===== src/rtl/cnre_pkg.sv =====
// Package of the change notify retry engine: status codes, opcodes,
// register indexes, table size and the sequencer state type. Used by all rtl files.
package cnre_pkg;

   localparam int unsigned MAX_PEERS = 16;
   localparam int unsigned PEER_IDX_W = (MAX_PEERS > 1) ? $clog2(MAX_PEERS) : 1;

   localparam int unsigned CSR_IDX_W = 2;
   localparam int unsigned CSR_DATA_W = 16;

   localparam logic [CSR_IDX_W-1:0] CSR_MY_ADDRESS = 2'd0;
   localparam logic [CSR_IDX_W-1:0] CSR_PEER_COUNT = 2'd1;
   localparam logic [CSR_IDX_W-1:0] CSR_RESP_TIMEOUT = 2'd2;
   localparam logic [CSR_IDX_W-1:0] CSR_ROUND_PAUSE = 2'd3;

   localparam logic [7:0] RESET_TIMEOUT = 8'd100;
   localparam logic [7:0] RESET_PAUSE = 8'd200;

   typedef enum logic [1:0] {
      OP_POLL = 2'd0,
      OP_CONFIRM = 2'd1,
      OP_LOAD = 2'd2,
      OP_NONE = 2'd3
   } opcode_type;

   typedef enum logic [1:0] {
      ST_INIT = 2'd0,
      ST_WAIT = 2'd1,
      ST_OK = 2'd2,
      ST_GIVEN_UP = 2'd3
   } status_type;

   typedef enum logic [5:0] {
      S_IDLE = 6'b000001,
      S_CLEAR = 6'b000010,
      S_HANDLE = 6'b000100,
      S_SCAN = 6'b001000,
      S_CONFIRM = 6'b010000,
      S_DONE = 6'b100000
   } seq_state_type;

endpackage


===== src/rtl/cnre_peer_table.sv =====
// Peer table of the change notify retry engine: address, retry limit, retry
// counter, status and time stamp of each entry. Depends on cnre_pkg.
module cnre_peer_table
   import cnre_pkg::*;
(
   input logic clock,
   input logic reset,
   input logic load_en,
   input logic [PEER_IDX_W-1:0] load_idx,
   input logic [7:0] load_addr,
   input logic [7:0] load_limit,
   input logic upd_en,
   input logic [PEER_IDX_W-1:0] upd_idx,
   input status_type upd_status,
   input logic [7:0] upd_count,
   input logic upd_stamp_en,
   input logic [15:0] upd_stamp,
   input logic [PEER_IDX_W-1:0] rd_idx,
   output logic [7:0] rd_addr,
   output logic [7:0] rd_limit,
   output logic [7:0] rd_count,
   output status_type rd_status,
   output logic [15:0] rd_stamp
);

   logic [7:0] addr_ff [MAX_PEERS];
   logic [7:0] limit_ff [MAX_PEERS];
   logic [7:0] count_ff [MAX_PEERS];
   status_type status_ff [MAX_PEERS];
   logic [15:0] stamp_ff [MAX_PEERS];

   always_ff @(posedge clock) begin
      if (load_en) begin
         addr_ff[load_idx] <= load_addr;
         limit_ff[load_idx] <= load_limit;
      end
   end

   always_ff @(posedge clock) begin
      if (reset) begin
         for (int i = 0; i < MAX_PEERS; i++) begin
            count_ff[i] <= '0;
            status_ff[i] <= ST_INIT;
            stamp_ff[i] <= '0;
         end
      end else if (upd_en) begin
         count_ff[upd_idx] <= upd_count;
         status_ff[upd_idx] <= upd_status;
         if (upd_stamp_en) begin
            stamp_ff[upd_idx] <= upd_stamp;
         end
      end
   end

   assign rd_addr = addr_ff[rd_idx];
   assign rd_limit = limit_ff[rd_idx];
   assign rd_count = count_ff[rd_idx];
   assign rd_status = status_ff[rd_idx];
   assign rd_stamp = stamp_ff[rd_idx];

endmodule


===== src/rtl/change_notify_retry_engine_top.sv =====
// Top level of the change notify retry engine: request handshake, sequencer
// and configuration registers. Depends on cnre_pkg and cnre_peer_table.
//
// Within a request the table entries are visited one at a time: a state
// change clears the valid entries one per cycle, the next-peer scan and a
// confirmation search each step through the table one entry per cycle over
// the single table read port.
// One request is handled at a time; the response is held in an output
// register until taken.
module change_notify_retry_engine_top
   import cnre_pkg::*;
(
   input logic clock,
   input logic reset,
   input logic req_valid,
   output logic req_stall,
   input logic [1:0] req_opcode,
   input logic [15:0] req_time_ms,
   input logic [7:0] req_io_state,
   input logic req_bus_ready,
   input logic [7:0] req_peer_address,
   input logic [7:0] req_receiver_address,
   input logic [7:0] req_reported_state,
   input logic [3:0] req_entry_index,
   input logic [7:0] req_entry_max_retry,
   output logic rsp_valid,
   input logic rsp_stall,
   output logic rsp_send_valid,
   output logic [7:0] rsp_dest_address,
   output logic [7:0] rsp_event_state,
   output logic rsp_round_active,
   input logic csr_write,
   input logic [CSR_IDX_W-1:0] csr_index,
   input logic [CSR_DATA_W-1:0] csr_data
);

   localparam int unsigned IDX_W = (MAX_PEERS > 1) ? $clog2(MAX_PEERS) : 1;
   localparam int unsigned CNT_W = $clog2(MAX_PEERS + 1);
   localparam logic [4:0] MAXP5 = 5'(MAX_PEERS);

   logic [7:0] my_addr_ff;
   logic [4:0] peer_count_ff;
   logic [15:0] timeout_ff;
   logic [15:0] pause_ff;

   always_ff @(posedge clock) begin
      if (reset) begin
         my_addr_ff <= '0;
         peer_count_ff <= '0;
         timeout_ff <= {8'd0, RESET_TIMEOUT};
         pause_ff <= {8'd0, RESET_PAUSE};
      end else if (csr_write) begin
         case (csr_index)
            CSR_MY_ADDRESS: my_addr_ff <= csr_data[7:0];
            CSR_PEER_COUNT: peer_count_ff <= csr_data[4:0];
            CSR_RESP_TIMEOUT: timeout_ff <= csr_data;
            CSR_ROUND_PAUSE: pause_ff <= csr_data;
            default: ;
         endcase
      end
   end

   seq_state_type state_ff, state_in;
   logic [1:0] op_ff;
   logic [15:0] time_ff;
   logic [7:0] io_ff, peer_ff, rep_ff;
   logic ready_ff;
   logic [CNT_W-1:0] n_ff, n_in;
   logic [CNT_W-1:0] ptr_ff, ptr_in;
   logic [CNT_W-1:0] step_ff, step_in;
   logic [CNT_W-1:0] cur_ff, cur_in;
   logic round_ff, round_in;
   logic [7:0] last_ff, last_in;
   logic seen_ff, seen_in;
   logic pend_ff, pend_in;
   logic [15:0] pstamp_ff, pstamp_in;
   logic send_ff, send_in;
   logic [7:0] dest_ff, dest_in, evs_ff, evs_in;
   logic rsp_valid_ff, rsp_valid_in;

   logic [IDX_W-1:0] rd_idx;
   logic [7:0] rd_addr, rd_limit, rd_count;
   status_type rd_status;
   logic [15:0] rd_stamp;
   logic upd_en, upd_stamp_en;
   logic [IDX_W-1:0] upd_idx;
   status_type upd_status;
   logic [7:0] upd_count;
   logic load_en;

   logic accept;
   logic [CNT_W-1:0] n_calc;
   logic [CNT_W-1:0] nxt_idx;
   logic [15:0] tdiff;

   assign accept = req_valid && !req_stall;
   assign req_stall = (state_ff != S_IDLE) || rsp_valid_ff;
   assign n_calc = (peer_count_ff > MAXP5) ? CNT_W'(MAX_PEERS) : CNT_W'(peer_count_ff);
   assign load_en = accept && (opcode_type'(req_opcode) == OP_LOAD)
                    && ({1'b0, req_entry_index} < 5'(MAX_PEERS));

   assign nxt_idx = (ptr_ff + CNT_W'(1) >= n_ff) ? '0 : ptr_ff + CNT_W'(1);
   assign tdiff = time_ff - rd_stamp;

   cnre_peer_table u_table (
      .clock(clock),
      .reset(reset),
      .load_en(load_en),
      .load_idx(req_entry_index[IDX_W-1:0]),
      .load_addr(req_peer_address),
      .load_limit(req_entry_max_retry),
      .upd_en(upd_en),
      .upd_idx(upd_idx),
      .upd_status(upd_status),
      .upd_count(upd_count),
      .upd_stamp_en(upd_stamp_en),
      .upd_stamp(time_ff),
      .rd_idx(rd_idx),
      .rd_addr(rd_addr),
      .rd_limit(rd_limit),
      .rd_count(rd_count),
      .rd_status(rd_status),
      .rd_stamp(rd_stamp)
   );

   always_comb begin
      state_in = state_ff;
      n_in = n_ff;
      ptr_in = ptr_ff;
      step_in = step_ff;
      cur_in = cur_ff;
      round_in = round_ff;
      last_in = last_ff;
      seen_in = seen_ff;
      pend_in = pend_ff;
      pstamp_in = pstamp_ff;
      send_in = send_ff;
      dest_in = dest_ff;
      evs_in = evs_ff;
      rsp_valid_in = rsp_valid_ff && rsp_stall;
      rd_idx = ptr_ff[IDX_W-1:0];
      upd_en = 1'b0;
      upd_stamp_en = 1'b0;
      upd_idx = ptr_ff[IDX_W-1:0];
      upd_status = ST_INIT;
      upd_count = '0;

      case (state_ff)
         S_IDLE: begin
            if (accept) begin
               send_in = 1'b0;
               dest_in = '0;
               evs_in = '0;
               n_in = n_calc;
               ptr_in = '0;
               case (opcode_type'(req_opcode))
                  OP_POLL: begin
                     if (n_calc == '0) begin
                        state_in = S_DONE;
                     end else if (!seen_ff || req_io_state != last_ff) begin
                        last_in = req_io_state;
                        seen_in = 1'b1;
                        cur_in = '0;
                        round_in = 1'b1;
                        pend_in = 1'b0;
                        state_in = S_CLEAR;
                     end else begin
                        ptr_in = cur_ff;
                        state_in = S_HANDLE;
                     end
                  end
                  OP_CONFIRM: begin
                     state_in = (req_receiver_address == my_addr_ff && n_calc != '0)
                                ? S_CONFIRM : S_DONE;
                  end
                  default: state_in = S_DONE;
               endcase
            end
         end
         S_CLEAR: begin
            upd_en = 1'b1;
            upd_status = ST_INIT;
            upd_count = '0;
            if (ptr_ff + CNT_W'(1) >= n_ff) begin
               ptr_in = '0;
               state_in = S_HANDLE;
            end else begin
               ptr_in = ptr_ff + CNT_W'(1);
            end
         end
         S_HANDLE: begin
            rd_idx = cur_ff[IDX_W-1:0];
            upd_idx = cur_ff[IDX_W-1:0];
            state_in = S_DONE;
            if (!round_ff) begin
               state_in = S_DONE;
            end else if (pend_ff && (time_ff - pstamp_ff) < pause_ff) begin
               state_in = S_DONE;
            end else begin
               pend_in = 1'b0;
               if (cur_ff >= n_ff) begin
                  round_in = 1'b0;
               end else begin
                  ptr_in = cur_ff;
                  step_in = '0;
                  state_in = S_SCAN;
                  case (rd_status)
                     ST_INIT: begin
                        if (ready_ff) begin
                           send_in = 1'b1;
                           dest_in = rd_addr;
                           evs_in = io_ff;
                           upd_en = 1'b1;
                           upd_stamp_en = 1'b1;
                           upd_status = ST_WAIT;
                           upd_count = rd_count;
                        end else begin
                           state_in = S_DONE;
                        end
                     end
                     ST_WAIT: begin
                        if (tdiff >= timeout_ff) begin
                           upd_en = 1'b1;
                           if (rd_count < rd_limit) begin
                              upd_count = rd_count + 8'd1;
                              upd_status = ST_INIT;
                              state_in = S_DONE;
                           end else begin
                              upd_count = rd_count;
                              upd_status = ST_GIVEN_UP;
                           end
                        end
                     end
                     default: ;
                  endcase
               end
            end
         end
         S_SCAN: begin
            rd_idx = nxt_idx[IDX_W-1:0];
            if (rd_status == ST_INIT || rd_status == ST_WAIT) begin
               if (nxt_idx <= cur_ff) begin
                  pend_in = 1'b1;
                  pstamp_in = time_ff;
               end
               cur_in = nxt_idx;
               state_in = S_DONE;
            end else if (step_ff + CNT_W'(1) >= n_ff) begin
               round_in = 1'b0;
               state_in = S_DONE;
            end else begin
               ptr_in = nxt_idx;
               step_in = step_ff + CNT_W'(1);
            end
         end
         S_CONFIRM: begin
            if (rd_addr == peer_ff && rd_status == ST_WAIT) begin
               if (rep_ff == last_ff) begin
                  upd_en = 1'b1;
                  upd_status = ST_OK;
                  upd_count = rd_count;
               end
               state_in = S_DONE;
            end else if (ptr_ff + CNT_W'(1) >= n_ff) begin
               state_in = S_DONE;
            end else begin
               ptr_in = ptr_ff + CNT_W'(1);
            end
         end
         S_DONE: begin
            rsp_valid_in = 1'b1;
            state_in = S_IDLE;
         end
         default: state_in = S_IDLE;
      endcase
   end

   always_ff @(posedge clock) begin
      if (reset) begin
         state_ff <= S_IDLE;
         round_ff <= 1'b0;
         seen_ff <= 1'b0;
         pend_ff <= 1'b0;
         last_ff <= '0;
         pstamp_ff <= '0;
         cur_ff <= '0;
         rsp_valid_ff <= 1'b0;
      end else begin
         state_ff <= state_in;
         round_ff <= round_in;
         seen_ff <= seen_in;
         pend_ff <= pend_in;
         last_ff <= last_in;
         pstamp_ff <= pstamp_in;
         cur_ff <= cur_in;
         rsp_valid_ff <= rsp_valid_in;
      end
   end

   always_ff @(posedge clock) begin
      n_ff <= n_in;
      ptr_ff <= ptr_in;
      step_ff <= step_in;
      send_ff <= send_in;
      dest_ff <= dest_in;
      evs_ff <= evs_in;
      if (accept) begin
         op_ff <= req_opcode;
         time_ff <= req_time_ms;
         io_ff <= req_io_state;
         ready_ff <= req_bus_ready;
         peer_ff <= req_peer_address;
         rep_ff <= req_reported_state;
      end
   end

   assign rsp_valid = rsp_valid_ff;
   assign rsp_send_valid = send_ff && (opcode_type'(op_ff) == OP_POLL);
   assign rsp_dest_address = dest_ff;
   assign rsp_event_state = evs_ff;
   assign rsp_round_active = round_ff;

endmodule

===== config.mk =====
export PLATFORM = sky130hd
export DESIGN_NAME = change_notify_retry_engine_top
export DESIGN_NICKNAME = d
export VERILOG_FILES = /design/src/rtl/cnre_pkg.sv /design/src/rtl/cnre_peer_table.sv /design/src/rtl/change_notify_retry_engine_top.sv
export SDC_FILE = /design/constraint.sdc
export NUM_CORES = 2
export LEC_CHECK = 0
export BUFFER_PORTS_ARGS = -buffer_cell sky130_fd_sc_hd__buf_2
export CAP_MARGIN = 20
export CORE_MARGIN = 3
export CORE_UTILIZATION = 30
export DETAILED_ROUTE_END_ITERATION = 10
export HOLD_SLACK_MARGIN = 0.08
export REMOVE_ABC_BUFFERS = 1
export SLEW_MARGIN = 10
export SYNTH_ARGS = -nofsm -noshare
export SYNTH_HDL_FRONTEND = slang
export SYNTH_SLANG_ARGS = --single-unit

===== constraint.sdc =====
create_clock -name clock -period 10.7 [get_ports clock]
set_input_delay 1.07 -clock clock [delete_from_list [all_inputs] [get_ports clock]]
set_output_delay 1.07 -clock clock [all_outputs]
set_load 0.05 [all_outputs]

# Yosys cells after proc, flatten, opt, wreduce, memory -nomap -nowiden

Memories as Yosys holds them, arrays and structs flattened.
Cells that the tools add are included.

Add/subtract/negate cells: 5
Reduce and logical (&&, ||, !) cells: 40
Equality and inequality tests: 36
Bitwise operators: 1
Muxes and demuxes: 139
$lt $le $gt $ge: 8

Operators by type and width:

| cell                                          | number |
|---|---|
| two-way mux 8 bit                             | 20 |
| two-way mux 5 bit                             | 22 |
| two-way mux 6 bit                             | 14 |
| one-hot mux 8 bit (2 select lines)            | 4 |
| two-way mux 1 bit                             | 51 |
| inequality test 2 bit (second input constant) | 16 |
| subtractor 16 bit                             | 2 |
| one-hot mux 6 bit (5 select lines)            | 1 |
| one-hot mux 5 bit (5 select lines)            | 1 |
| equality test 8 bit                           | 3 |
| one-hot mux 6 bit (2 select lines)            | 2 |
| one-hot mux 5 bit (2 select lines)            | 2 |
| AND reduction 9 bit                           | 2 |
| greater-or-equal comparator 16 bit            | 1 |
| less-than comparator 16 bit                   | 1 |
| two-way mux 16 bit                            | 1 |
| two-way mux 2 bit                             | 8 |
| two-way mux 4 bit                             | 4 |
| OR reduction 16 bit                           | 1 |
| greater-or-equal comparator 5 bit             | 3 |
| AND reduction 7 bit                           | 2 |
| adder 5 x 1 -> 5 bit (second input constant)  | 2 |
| AND reduction 2 bit                           | 5 |
| AND reduction 5 bit                           | 2 |
| other kinds (35)                              | 59 |

Input port bits: 86
Memory bits (writable): 672
Memories kept: 5
Output and inout port bits: 20
Flip-flop bits (word level): 159

Memories:

| name              | words | bits a word | read ports | clocked after Yosys merged registers in | wr ports | RTL line              | source |
|---|---|---|---|---|---|---|---|
| u_table.stamp_ff  | 16    | 16          | 1          | 0                                       | 16       | cnre_peer_table.sv:30 | `logic [15:0] stamp_ff [MAX_PEERS];` |
| u_table.addr_ff   | 16    | 8           | 1          | 0                                       | 1        | cnre_peer_table.sv:26 | `logic [7:0] addr_ff [MAX_PEERS];` |
| u_table.count_ff  | 16    | 8           | 1          | 0                                       | 16       | cnre_peer_table.sv:28 | `logic [7:0] count_ff [MAX_PEERS];` |
| u_table.limit_ff  | 16    | 8           | 1          | 0                                       | 1        | cnre_peer_table.sv:27 | `logic [7:0] limit_ff [MAX_PEERS];` |
| u_table.status_ff | 16    | 2           | 1          | 0                                       | 16       | cnre_peer_table.sv:29 | `status_type status_ff [MAX_PEERS];` |

# Longest topological paths before layout

An unclocked memory read counts as a cell.

Depth in word-level cells: 18
Gate-level depth with buffers: 43
Depth with buffers taken out: 36

# Hierarchy

Synthesis repeated with hierarchy kept, for this count alone.

Cell total of the unflattened synthesis: 2,650
Area, all modules: 37,502.2 um^2

Modules (own cells, without submodules):

| module                         | area each (um^2) | cells each | times used |
|---|---|---|---|
| cnre_peer_table                | 28,001.9         | 1,627      | 1 |
| change_notify_retry_engine_top | 9,500.4          | 1,023      | 1 |

# Worst setup path before layout

Ideal clock, no wire load.

Path type: register to register
From: reg ptr_ff[1]
To: mem u_table.count_ff[0][0], enable pin
Cell stages (with the launch flop): 40
Path slack: 1,740 ps
Library setup time: 319 ps
Arrival: 8,641 ps
Path buffers: 8
Cell sequence: edfxtp_1 > ha_1 > nand3_1 > xor2_1 > inv_1 > ha_1 > a21oi_1 > o2111ai_2 > nand2_1 > buf_2 > buf_2 > buf_1 > clkbuf_1 > buf_1 > buf_1 > nand2_1 > a311oi_1 > a311oi_1 > [4 not listed] > a21boi_0 > o21ai_0 > a21boi_0 > o21ai_0 > a21boi_0 > o21ai_0 > a21oi_1 > o21ai_0 > o311ai_0 > ha_1 > a2111oi_0 > a32oi_1 > mux2_2 > a21o_1 > clkbuf_1 > o21ai_1 > buf_2 > nand2_1

RTL lines:

| item                   | RTL line                              | source |
|---|---|---|
| from (decl)            | change_notify_retry_engine_top.sv:69  | `logic [CNT_W-1:0] ptr_ff, ptr_in;` |
| from (signal assigned) | change_notify_retry_engine_top.sv:302 | `ptr_ff <= ptr_in;` |
| to (decl)              | cnre_peer_table.sv:28                 |  |

==> flow_summary.toml <==
[status]
status = "finished, final reports clean"

[route]
drtPass1Iterations = 8
antenna_left = 0
first_iter_violations = 2934
drc_errors = 0
viasPerCell = 5.29
vias = 29120
post_drt_wl_per_cell_um = 21.9
finalWirelength_um = 121000

[setup_path]
required_ps = 11000
critical_path_class = "flip-flop to flip-flop"
end_kind = "flip-flop"
worst_path_max_delay_cell = "edfxtp_1"
cp-start-kind = "flip-flop"
critPathBufInv = 2
cp_top_family = "compound AO/OA/AOI/OAI gates"
cp.arrival_ps = 10090
max_stage_delay_ps = 580
crit_fanout = 17
cp_common_cell = "o21ai_0"

[clocking]
clock_latency_ps = 670
htree_levels = 3
cts_tree = "done"
cts_sinks = 831
root_buffer = "clkbuf_16"
cts_buffer_depth = 3
clk_pin_slew_ps = 70
cts_made_buffers = 81

[floorplanning]
die-width_um = 371
dieArea_um2 = 138000
core_um2 = 132000
start_util = 0.303
num_io_pins = 106
dieHeight_um = 371
rows = 133

[sta]
rsz0062_at_grt = "false"
slew_viol_final = 0
hold_viol = 0
layout_worst_path_cycle_share = 0.914
slew_headroom = 0.257
setup_tns_ps = 0
fmax_mhz = 102
setup_viol = 0
clock_skew_ps = 27.7
worstMarginPinSlew_ps = 1110
period_minus_slack_ps = 9780

[logic_synthesis]
synth_area_leaders = "edfxtp_1, nand2_1, dfxtp_1, and2_1, nand3_1"
ys.flop_type = "edfxtp_1"
postSynthAreaPerCell_um2 = 11.0
syn_inst = 3619
synth-edff-count = 747
synth_warnings = 0
yosysMostFrequentCell = "edfxtp_1"
yosysUniqueCellTypes = 87
ys_ff_latch = 831
ys_async_sr_fraction = 0
synth_area_um2 = 40000
ys_seq_area_frac = 0.603
yosysTopAreaCellShare = 0.561
yosys-top-cells-count = "edfxtp_1, nand2_1, nand3_1, and2_1, nor2_1"
yosysTopAreaCell = "edfxtp_1"

[grt]
antenna_found_initial = 2
grt_use_total = 0.172
grt_overflow = 0
grt_max_degree = 124
grt_pass1_wl_um = 180000
grt_pass1_vias = 28279

[place]
placed_cell_area_um2 = 42800
port_buffers = 105
place_hpwl_um = 77300
routabilityCongestion = 0.892

[layout]
final_cell_area_um2 = 45400
fillers = 13005
multi_input_area_um2 = 14600
area_growth_pct = 13.7
finalNetCount = 3863
ff_latch_area_um2 = 24100
drive_above_1_share = 0.125

[pwr]
p_total_mw = 7.49
ir_drop_uv = 141
leakagePower_nw = 16.1
power.density_nw_per_um2 = 165

[run]
cap_viol_max_count = 0

[min_path]
worstHoldPathType = "flip-flop to flip-flop"
placed cells by master, fill, tap and decap left out, types with 10 or more instances in the layout:
master / n
clkbuf_16: 85
xnor2_1: 30
xor2_1: 27
a2111oi_0: 18
clkinv_1: 11
buf_2: 105
nand3_1: 249
nor2_2: 12
nor2b_1: 19
o21ai_0: 83
edfxtp_1: 747
o32ai_1: 18
clkbuf_1: 16
inv_1: 100
nand2_1: 566
a31o_2: 31
a2111o_1: 15
a311oi_1: 48
a211oi_1: 60
o22ai_1: 10
and2_1: 240
a31oi_1: 20
nor3_1: 70
a21boi_0: 26
o211ai_1: 32
nor2_1: 201
or2_2: 20
a21o_1: 15
a21oi_1: 131
o21ai_1: 21
and3_1: 95
ha_1: 91
buf_4: 131
mux2i_1: 69
dfxtp_1: 84
nand2b_1: 15
nor4_1: 43
clkinv_2: 17
sequential cells by signal, summed over array words and instances (netlist names), 16 cells and up:
name / count
u_table.addr_ff: 128
u_table.stamp_ff: 256
u_table.count_ff: 128
u_table.status_ff: 32
timeout_ff: 16
pstamp_ff: 16
time_ff: 16
u_table.limit_ff: 128
pause_ff: 16
worst register-to-register path: cells and delay by family, from the launching register on:
family / cells / cell delay [ps]
DFF: 1 / 580
buffers and inverters: 2 / 490
xor gates and xnor gates: 1 / 460
AOI/OAI and AO/OA: 19 / 4630
muxes: 1 / 370
adders and majority gates: 5 / 1660
and+or+nand+nor: 5 / 1240
metal layers:
metal	GRT usage	wire length, um
met4	0.0562	3450
met1	0.235	51000
met2	0.276	56400
met5	0	0
met3	0.0292	9980
through the flow:
| stage | setup slack [ps] | hold WS, ps | utilization | cells |
|---|---|---|---|---|
| after global placement | 1030 | 444 | 0.325 | 5354 |
| after global routing | 83.1 | 474 | 0.344 | 5502 |
| after CTS | 746 | 456 | 0.344 | 5500 |
| after detailed placement | 810 | 448 | 0.325 | 5355 |
| after floorplan | -1970 | 428 | - | 3362 |
| final | 916 | 454 | 0.344 | 5502 |
area by class of cell:
cell class / instances / share of cell area
sequential: 831 / 0.531
inverter: 103 / 0.00851
clock buffer: 107 / 0.0498
clock inverter: 38 / 0.00686
multi-input combinational: 2428 / 0.321
tap: 1755 / 0.0483
timing repair buffer: 239 / 0.0345
antenna: 1 / 0.0000551
logic make-up after synthesis:
logic type	Yosys count	share of synthesized area
multiplexers	71	0.0178
buffers and inverters	360	0.0356
AND/OR/NAND/NOR	1594	0.193
adder cells (fa/ha/maj)	93	0.0295
XOR/XNOR	58	0.0129
flip-flops	831	0.603
AO/OA/AOI/OAI	612	0.108
what timing repair did:
| item | CTS | global route |
|---|---|---|
| resized for setup | 0 | 5 |
| endpoints found under the hold margin | 0 | 0 |
| hold buffers | 0 | 0 |
| buffers inserted | 0 | 0 |
| endpoints found under the setup margin | 0 | 30 |
power breakdown:
part           internal [mW]  switching, mW  leakage, nW  total [mW]
Combinational          0.312          0.684         6.81       0.996
Clock                   1.59           1.25         1.27        2.83
Sequential              3.62         0.0409         7.99        3.66
final timing paths:
| check | from | end | slack [ps] | cells after the start |
|---|---|---|---|---|
| max reg2reg | ptr_ff[0]$_DFFE_PP_ | u_table.count_ff[4][0]$_SDFFCE_PN0P_ | 920 | 33 |
| min | timeout_ff[7]$_SDFFE_PP0P_ | timeout_ff[7]$_SDFFE_PP0P_ | 450 | 2 |
| max | ptr_ff[0]$_DFFE_PP_ | u_table.count_ff[4][0]$_SDFFCE_PN0P_ | 920 | 33 |
| min reg2reg | timeout_ff[7]$_SDFFE_PP0P_ | timeout_ff[7]$_SDFFE_PP0P_ | 450 | 2 |
No activity file was read; power rests on OpenSTA's default activity.
